### config.mk
export PLATFORM = sky130hd
export DESIGN_NAME = crlf_line_deframer
export DESIGN_NICKNAME = d
export VERILOG_FILES = /design/src/rtl/core/cld_pkg.sv /design/src/rtl/core/crlf_line_deframer.sv
export SDC_FILE = /design/constraint.sdc
export NUM_CORES = 1
export LEC_CHECK = 0
export BUFFER_PORTS_ARGS = -buffer_cell sky130_fd_sc_hd__buf_4
export CAP_MARGIN = 10
export CORE_MARGIN = 2
export CORE_UTILIZATION = 60
export DETAILED_ROUTE_END_ITERATION = 16
export HOLD_SLACK_MARGIN = 0.05
export PLACE_DENSITY = 0.77
export SLEW_MARGIN = 15
export SYNTH_ARGS = -nofsm -noshare
export SYNTH_HDL_FRONTEND = slang
export SYNTH_SLANG_ARGS = --single-unit
### constraint.sdc
create_clock -name clk -period 8.85 [get_ports clk]
set_input_delay 1.77 -clock clk [delete_from_list [all_inputs] [get_ports clk]]
set_output_delay 1.77 -clock clk [all_outputs]
set_load 0.01 [all_outputs]
### src/rtl/core/cld_pkg.sv
// ----------------------------------------------------------------------------
// cld_pkg
// Shared constants for the CRLF line deframer.
// ----------------------------------------------------------------------------
package cld_pkg;

  localparam int MAX_LINE = 64;
  localparam int ADDR_W   = (MAX_LINE > 1) ? $clog2(MAX_LINE) : 1;

  localparam logic       CMD_BYTE  = 1'b0;
  localparam logic       CMD_ERROR = 1'b1;

  localparam logic [7:0] CHAR_CR   = 8'h0D;
  localparam logic [7:0] CHAR_LF   = 8'h0A;

  localparam logic [6:0] MAX_FILL  = 7'(MAX_LINE);

endpackage

### src/rtl/core/crlf_line_deframer.sv
// ----------------------------------------------------------------------------
// crlf_line_deframer
// Assembles received bytes into CR LF terminated lines and emits each clean,
// non-empty line one word per byte, the final word marked with out_last.
// ----------------------------------------------------------------------------
// An input word is taken whenever no line is being read out.
// A byte ahead of the two-byte delay is written to a 64 x 8 single-port line
// store; when a clean line ends, input is held off and the store is read
// back byte by byte, each byte through a read state and then an output
// state, so a line blocks the input until its last byte is accepted.
// Corrupted symbols and overflow past the store depth drop the line.
module crlf_line_deframer (
  input  logic       clk,
  input  logic       rst_n,
  input  logic       in_valid,
  output logic       in_ready,
  input  logic       in_cmd,
  input  logic [7:0] in_data_byte,
  output logic       out_valid,
  input  logic       out_ready,
  output logic [7:0] out_line_byte,
  output logic [5:0] out_byte_index,
  output logic [6:0] out_line_length,
  output logic       out_last
);

  localparam logic [1:0] ST_IDLE  = 2'd0;
  localparam logic [1:0] ST_ISSUE = 2'd1;
  localparam logic [1:0] ST_SHOW  = 2'd2;

  logic [7:0] line_mem [cld_pkg::MAX_LINE];

  logic [1:0] state_r, state_nxt;
  logic [7:0] db0_r, db0_nxt, db1_r, db1_nxt;
  logic [1:0] dv_r, dv_nxt;
  logic [6:0] fill_r, fill_nxt;
  logic       good_r, good_nxt;
  logic       ended_r, ended_nxt;
  logic [cld_pkg::ADDR_W-1:0] rd_idx_r, rd_idx_nxt;
  logic [7:0] rd_data_r;

  logic       in_acc, out_acc;
  logic       wr_en;
  logic [cld_pkg::ADDR_W-1:0] wr_addr;
  logic [1:0] dv_cur;
  logic [6:0] fill_cur;
  logic       good_cur;
  logic       emit;
  logic       at_last;

  assign in_ready  = (state_r == ST_IDLE);
  assign out_valid = (state_r == ST_SHOW);
  assign in_acc    = in_valid && in_ready;
  assign out_acc   = out_valid && out_ready;
  assign at_last   = ({1'b0, 6'(rd_idx_r)} + 7'd1) == fill_r;

  assign out_line_byte   = rd_data_r;
  assign out_byte_index  = 6'(rd_idx_r);
  assign out_line_length = fill_r;
  assign out_last        = at_last;

  always_comb begin
    dv_cur    = ended_r ? 2'b00 : dv_r;
    fill_cur  = ended_r ? 7'd0 : fill_r;
    good_cur  = ended_r ? 1'b1 : good_r;
    wr_en     = 1'b0;
    wr_addr   = fill_cur[cld_pkg::ADDR_W-1:0];
    db0_nxt   = db0_r;
    db1_nxt   = db1_r;
    dv_nxt    = dv_r;
    fill_nxt  = fill_r;
    good_nxt  = good_r;
    ended_nxt = ended_r;
    emit      = 1'b0;
    if (in_acc) begin
      if (in_cmd == cld_pkg::CMD_ERROR) begin
        good_nxt = 1'b0;
      end else begin
        fill_nxt = fill_cur;
        good_nxt = good_cur;
        if (fill_cur < cld_pkg::MAX_FILL) begin
          if (dv_cur[0]) begin
            wr_en    = 1'b1;
            fill_nxt = fill_cur + 7'd1;
          end
        end else begin
          good_nxt = 1'b0;
        end
        db0_nxt   = db1_r;
        db1_nxt   = in_data_byte;
        dv_nxt    = {1'b1, dv_cur[1]};
        ended_nxt = dv_cur[1] && (db1_r == cld_pkg::CHAR_CR) &&
                    (in_data_byte == cld_pkg::CHAR_LF);
        emit      = good_nxt && ended_nxt && (fill_nxt != 7'd0);
      end
    end
  end

  always_comb begin
    state_nxt  = state_r;
    rd_idx_nxt = rd_idx_r;
    unique case (state_r)
      ST_IDLE: begin
        if (emit) begin
          state_nxt  = ST_ISSUE;
          rd_idx_nxt = '0;
        end
      end
      ST_ISSUE: state_nxt = ST_SHOW;
      ST_SHOW: begin
        if (out_acc) begin
          if (at_last) begin
            state_nxt = ST_IDLE;
          end else begin
            state_nxt  = ST_ISSUE;
            rd_idx_nxt = rd_idx_r + {{(cld_pkg::ADDR_W-1){1'b0}}, 1'b1};
          end
        end
      end
      default: state_nxt = ST_IDLE;
    endcase
  end

  always_ff @(posedge clk) begin
    if (!rst_n) begin
      state_r  <= ST_IDLE;
      dv_r     <= 2'b00;
      fill_r   <= 7'd0;
      good_r   <= 1'b1;
      ended_r  <= 1'b1;
      rd_idx_r <= '0;
    end else begin
      state_r  <= state_nxt;
      dv_r     <= dv_nxt;
      fill_r   <= fill_nxt;
      good_r   <= good_nxt;
      ended_r  <= ended_nxt;
      rd_idx_r <= rd_idx_nxt;
    end
  end

  always_ff @(posedge clk) begin
    db0_r <= db0_nxt;
    db1_r <= db1_nxt;
  end

  always_ff @(posedge clk) begin
    if (wr_en) begin
      line_mem[wr_addr] <= db0_r;
    end
    if (state_r == ST_ISSUE) begin
      rd_data_r <= line_mem[rd_idx_r];
    end
  end

  a_no_input_during_readout: assert property (@(posedge clk) disable iff (!rst_n)
    out_valid |-> !in_ready)
    else $error("input accepted while a line is read out");

  a_last_matches_length: assert property (@(posedge clk) disable iff (!rst_n)
    (out_valid && out_last) |-> (out_line_length == ({1'b0, out_byte_index} + 7'd1)))
    else $error("last word does not close the line length");

  a_fill_bounded: assert property (@(posedge clk) disable iff (!rst_n)
    fill_r <= cld_pkg::MAX_FILL)
    else $error("fill count beyond store depth");

  a_read_before_show: assert property (@(posedge clk) disable iff (!rst_n)
    (out_valid && out_ready && !out_last) |=> (!out_valid && !in_ready))
    else $error("next word shown without a store read");

  a_index_advances: assert property (@(posedge clk) disable iff (!rst_n)
    (out_valid && out_ready && !out_last) |=> ##1
      (out_byte_index == $past(out_byte_index, 2) + 6'd1))
    else $error("byte index did not advance by one");

endmodule
[Word-level counts from Yosys, hierarchy flattened]
Memories as Yosys holds them, arrays and structs flattened. A register that Yosys moved wholly into a read port is not among the register bits.
Cells that the tools add are included.
Storage, ports and cells
  register bits: 35
  bits in latches: 0
  RAM bits: 512
  bits in read-only memories: 0
  input bits: 13
  output and inout port bits: 24
  word-level logic and storage cells: 61
  memories: 1
Memories
  line_mem: depth 64, width 8, rd ports 1, clocked after memory_dff 1, wr ports 1, RTL line crlf_line_deframer.sv:31  | logic [7:0] line_mem [cld_pkg::MAX_LINE];
Cells by class
  add/subtract/negate cells: 3
  $mul: 0
  div/mod/pow operators: 0
  order comparisons: 1
  eq/ne operators: 8
  shift operators: 0
  multiplexer cells: 27
  bitwise operators: 1
  reductions and logical operators: 12
Operator list (number)
  7-bit 2-to-1 mux: 5
  6-bit 2-to-1 mux: 3
  8-bit by 4-bit equality test with 1-bit output, second input constant: 2
  1-bit 2-to-1 mux: 14
  6-bit one-hot mux with 2 select lines: 1
  6-bit by 1-bit adder with 7-bit output, second input constant: 1
  7-bit by 1-bit adder with 7-bit output, second input constant: 1
  7-bit equality test: 1
  7-bit < comparator, second input constant: 1
  7-bit nonzero test: 1
  6-bit by 1-bit adder with 6-bit output, second input constant: 1
  1-bit logical AND: 6
  2-bit 2-to-1 mux: 3
  2-bit one-hot mux with 3 select lines: 1
  2-bit by 1-bit inequality test with 1-bit output, second input constant: 2
  2-bit AND reduction: 2
  4-bit AND reduction: 1
  2-bit by 1-bit equality test with 1-bit output, second input constant: 1
  2-bit equality test, second input constant: 1
  2-bit logical NOT: 1
  2-bit inequality test, second input constant: 1
  2-bit nonzero test: 1
  1-bit inverter: 1

[Depth between registers and ports, before layout]
  depth in word-level cells: 12
  gate-level depth with buffers: 10
  depth with buffers taken out: 9

[Least setup slack after synthesis]
Ideal clock, no wire load.
  kind: input port to flip-flop
  start point: input in_valid
  end point: memory line_mem[10][0] (enable)
  library setup time: 0.371 ns
  data arrival time: 3.999 ns
  data required time: 8.479 ns
  slack: 4.480 ns
  stages: 8
  path buffers: 3
  path through: nand2_1 > or2_2 > clkbuf_1 > inv_1 > clkbuf_1 > clkbuf_1 > nand3_1 > nor2_1
Between the ends
  word-level cells in the longest chain between the ends: 4
Ends and longest elaborated chain
  from (decl): RTL line crlf_line_deframer.sv:15  | input logic in_valid,
  1-bit logical AND: RTL line crlf_line_deframer.sv:53  | assign in_acc = in_valid && in_ready;
  1-bit 2-to-1 mux: RTL line crlf_line_deframer.sv:75  | if (in_acc) begin
  1-bit 2-to-1 mux: RTL line crlf_line_deframer.sv:148  | if (wr_en) begin
  1-bit 2-to-1 mux (not written as such): RTL line crlf_line_deframer.sv:149  | line_mem[wr_addr] <= db0_r;
  to (decl): RTL line crlf_line_deframer.sv:31
Every way passes these cells.

[Worst setup path after layout]
  start point: register rd_idx_r, in the netlist out_byte_index[1]
  end point: output out_last
Between the ends
  word-level cells in the longest chain between the ends: 2
Ends and longest elaborated chain
  from (decl): RTL line crlf_line_deframer.sv:39  | logic [cld_pkg::ADDR_W-1:0] rd_idx_r, rd_idx_nxt;
  from (signal assigned): RTL line crlf_line_deframer.sv:138  | rd_idx_r <= rd_idx_nxt;
  6-bit by 1-bit adder with 7-bit output: RTL line crlf_line_deframer.sv:55  | assign at_last = ({1'b0, 6'(rd_idx_r)} + 7'd1) == fill_r;
  7-bit equality test: RTL line crlf_line_deframer.sv:55
  to (decl): RTL line crlf_line_deframer.sv:24  | output logic out_last
Every way passes these cells.

==> reports/results.tsv <==
metric	value	unit
syn_to_final_growth	11.43	%
crit_path_max_fanout	70	
crit_slowest_cell	buf_4	
slew_violations	0	
end_kind	primary output	
hold_class	flop to flop	
synthMuxAreaShare	17.09	%
viasPerCell	6.737	
cp_top_family	buffers and inverters	
layout.nets	1104	
drc	0	
vias	10750	
syn_area	0.02184	sq mm
status	complete, no violations	
detail-route-antenna-nets	0	
pwr-share-clk	43.5	%
core_region_area	0.03574	sq mm
max-clock-path-buffers	3	
min_period_over_period	61.13	%
synth_compound_area_share	1.615	%
drive_above_1_share	26.92	%
avgSynthCellArea	21.04	sq um
num_rows	69	
numPortBuffers	36	
cp-start-kind	flop	
synth.area.top_cells	edfxtp_1 74%, mux4_2 17%, dfxtp_1 1.7%	
synth_seq_area_share	75.43	%
synthXorXnorAreaFrac	0.2005	%
nFillCells	2176	
worst_pin_slew	1.087	ns
maxCapViolCount	0	
multi_input_area	0.005085	sq mm
p_comb_share	0.7	%
cts_root_buffer	clkbuf_16	
antenna_found_initial	3	
die_h	194.8	microns
irDropWorstVdd	0.1611	mV
clk_latency	0.59	ns
swShare	19.02	%
cts_buffers	52	
crit_arrival	3.64	ns
slew_headroom	27.56	%
syn_inst	1038	
cts_resized	0	
synth_top_family_by_area	multiplexers	
pin_count	37	
cts_setup_buffers	0	
post_synth_and_or_nand_nor_area_fraction	4.262	%
layout_setup_ws	3.440	ns
yosys_register_bits	555	
rrSetupSlack	4.25	ns
final.setup.tns	0	ns
wl_per_cell	30.21	microns
grt_pass1_wl	72070	microns
grt_setup_unrepaired	false	
internal_power	4182	uW
yosysTopAreaCellShare	73.69	%
p_switching	982.1	uW
synth_top_area_cell	edfxtp_1	
cts_tree	done	
cpMostUsedCell	buf_4	
worst-path-stages	6	
drt_iter0_drc	1401	
required	7.08	ns
drtPass1Iterations	5	
clock.fmax	184.8	MHz
min_path_cells	0	
finalHoldViolations	0	
worst_clock_skew	0.02637	ns
wl	48220	microns
die_area	0.03795	sq mm
max_stage_delay	0.88	ns
crit_chain	buf_4 -> nand3_1 -> xnor2_1 -> o311ai_1 -> a31oi_1 -> buf_4	
pre_cts_ws	3.996	ns
synth_enable_flop_cells	536	
grt_max_degree	71	
start_util	61.11	%
die_x	194.8	microns
cts_sinks	555	
period_minus_slack	5.410	ns
place_hpwl	28940	microns
syn-num-nets	1053	
post-route-util	68.10	%
r2r_cells	5	
power_density	212.2	mW/mm^2
setup-violations-final	0	
grt_pass1_vias	10830	
htree_levels	2	
yosysWarnings	0	
cts_hold_buffers	0	
yosys.cell_types.count	49	
path_buf_inv	2	
async_flop_share	0	%
path_class	flop to primary output	
gp_congestion	0.8559	
p_leak	0.007280	uW
layout.area.seq	0.01649	sq mm
synth_adder_area_share	0.1146	%
pwr-share-seq	55.8	%
clkSlewWorstSetupHoldPaths	0.06	ns
grt_use_total	26.25	%
gr-total-overflow	0	
synth_flop_cell	edfxtp_1	
cell type report:
class / count / share of cell area (%)
timing repair buffer: 54 / 1.779
tap: 461 / 2.370
inverter: 6 / 0.09253
clock inverter: 27 / 1.100
sequential: 555 / 67.73
multi-input combinational: 420 / 20.89
antenna: 2 / 0.02056
clock buffer: 71 / 6.014
synthesized netlist by cell type (all sizes together), types with 6 or more instances:
cell type / count
o21ai: 8
a211oi: 8
nor4: 6
clkbuf: 25
buf: 32
dfxtp: 19
nand2: 36
nor2: 79
mux4: 163
nor2b: 12
nand3: 17
inv: 6
edfxtp: 536
and2: 8
a21oi: 16
worst paths after layout:
| path | start | to |
|---|---|---|
| max reg2reg | out_byte_index[0] | out_line_byte[2] |
| max | out_byte_index[1] | out_last |
| min | db1_r[0] | db0_r[0] |
| min reg2reg | db1_r[0] | db0_r[0] |
kinds of logic after synthesis:
kind of cell    Yosys count
flops                   555
simple gates            192
mux                     169
buf+inv                  63
compound gates           52
xor+xnor                  5
fa+ha+maj                 2
through the flow:
stage / hold WS (ns) / cells / area, sq um / total power [uW]
after floorplan: 0.4263 / 1038 / 21840 / 2949
after global placement: 0.4309 / 1494 / 22560 / 2970
after detailed placement: 0.4394 / 1494 / 22560 / 2973
after CTS: 0.4460 / 1592 / 24290 / 5179
after global routing: 0.4534 / 1594 / 24330 / 5288
final: 0.4534 / 1596 / 24340 / 5164
power groups by stage:
stage | clock [uW] | combinational (uW) | sequential, uW
floorplan | 0 | 9.72 | 2940
global placement | 0 | 32.9 | 2940
detailed placement | 0 | 34.5 | 2940
CTS | 2260 | 34.4 | 2880
global route | 2370 | 41.3 | 2880
finish | 2250 | 38.5 | 2880
registers in the layout, summed over array words and instances, names as in the netlist, 2 cells and up:
| register | cells |
|---|---|
| db0_r | 8 |
| state_r | 2 |
| out_line_byte | 8 |
| out_byte_index | 6 |
| out_line_length | 7 |
| dv_r | 2 |
| db1_r | 8 |
| line_mem | 512 |
cell usage in the layout (no fill, tap or decap), types with 5 or more instances in the layout:
cell type	synthesis	layout
mux4_2	163	163
edfxtp_1	536	536
nor2b_1	12	12
nand3_1	17	17
nor4_1	6	6
or3_1	5	5
clkbuf_1	25	11
buf_4	1	52
dfxtp_1	19	15
o21ai_0	8	8
nand4_1	5	5
clkbuf_16	0	53
clkinv_1	0	8
clkinv_2	0	8
nand2_1	36	36
and2_1	8	8
a211oi_1	8	8
bufinv_16	0	5
mux2i_1	5	5
nor2_1	79	79
clkbuf_8	0	7
a21oi_1	16	16
inv_1	6	6
metal layers:
layer | vias to the layer above | track usage, % | wire length, microns
met5 | - | 0 | 13
met4 | 2 | 7.153 | 1085
met3 | 83 | 5.726 | 4537
met2 | 621 | 42.16 | 24000
met1 | 5614 | 37.33 | 18580
li1 | 4432 | - | -
No activity file was read; power rests on OpenSTA's default activity.
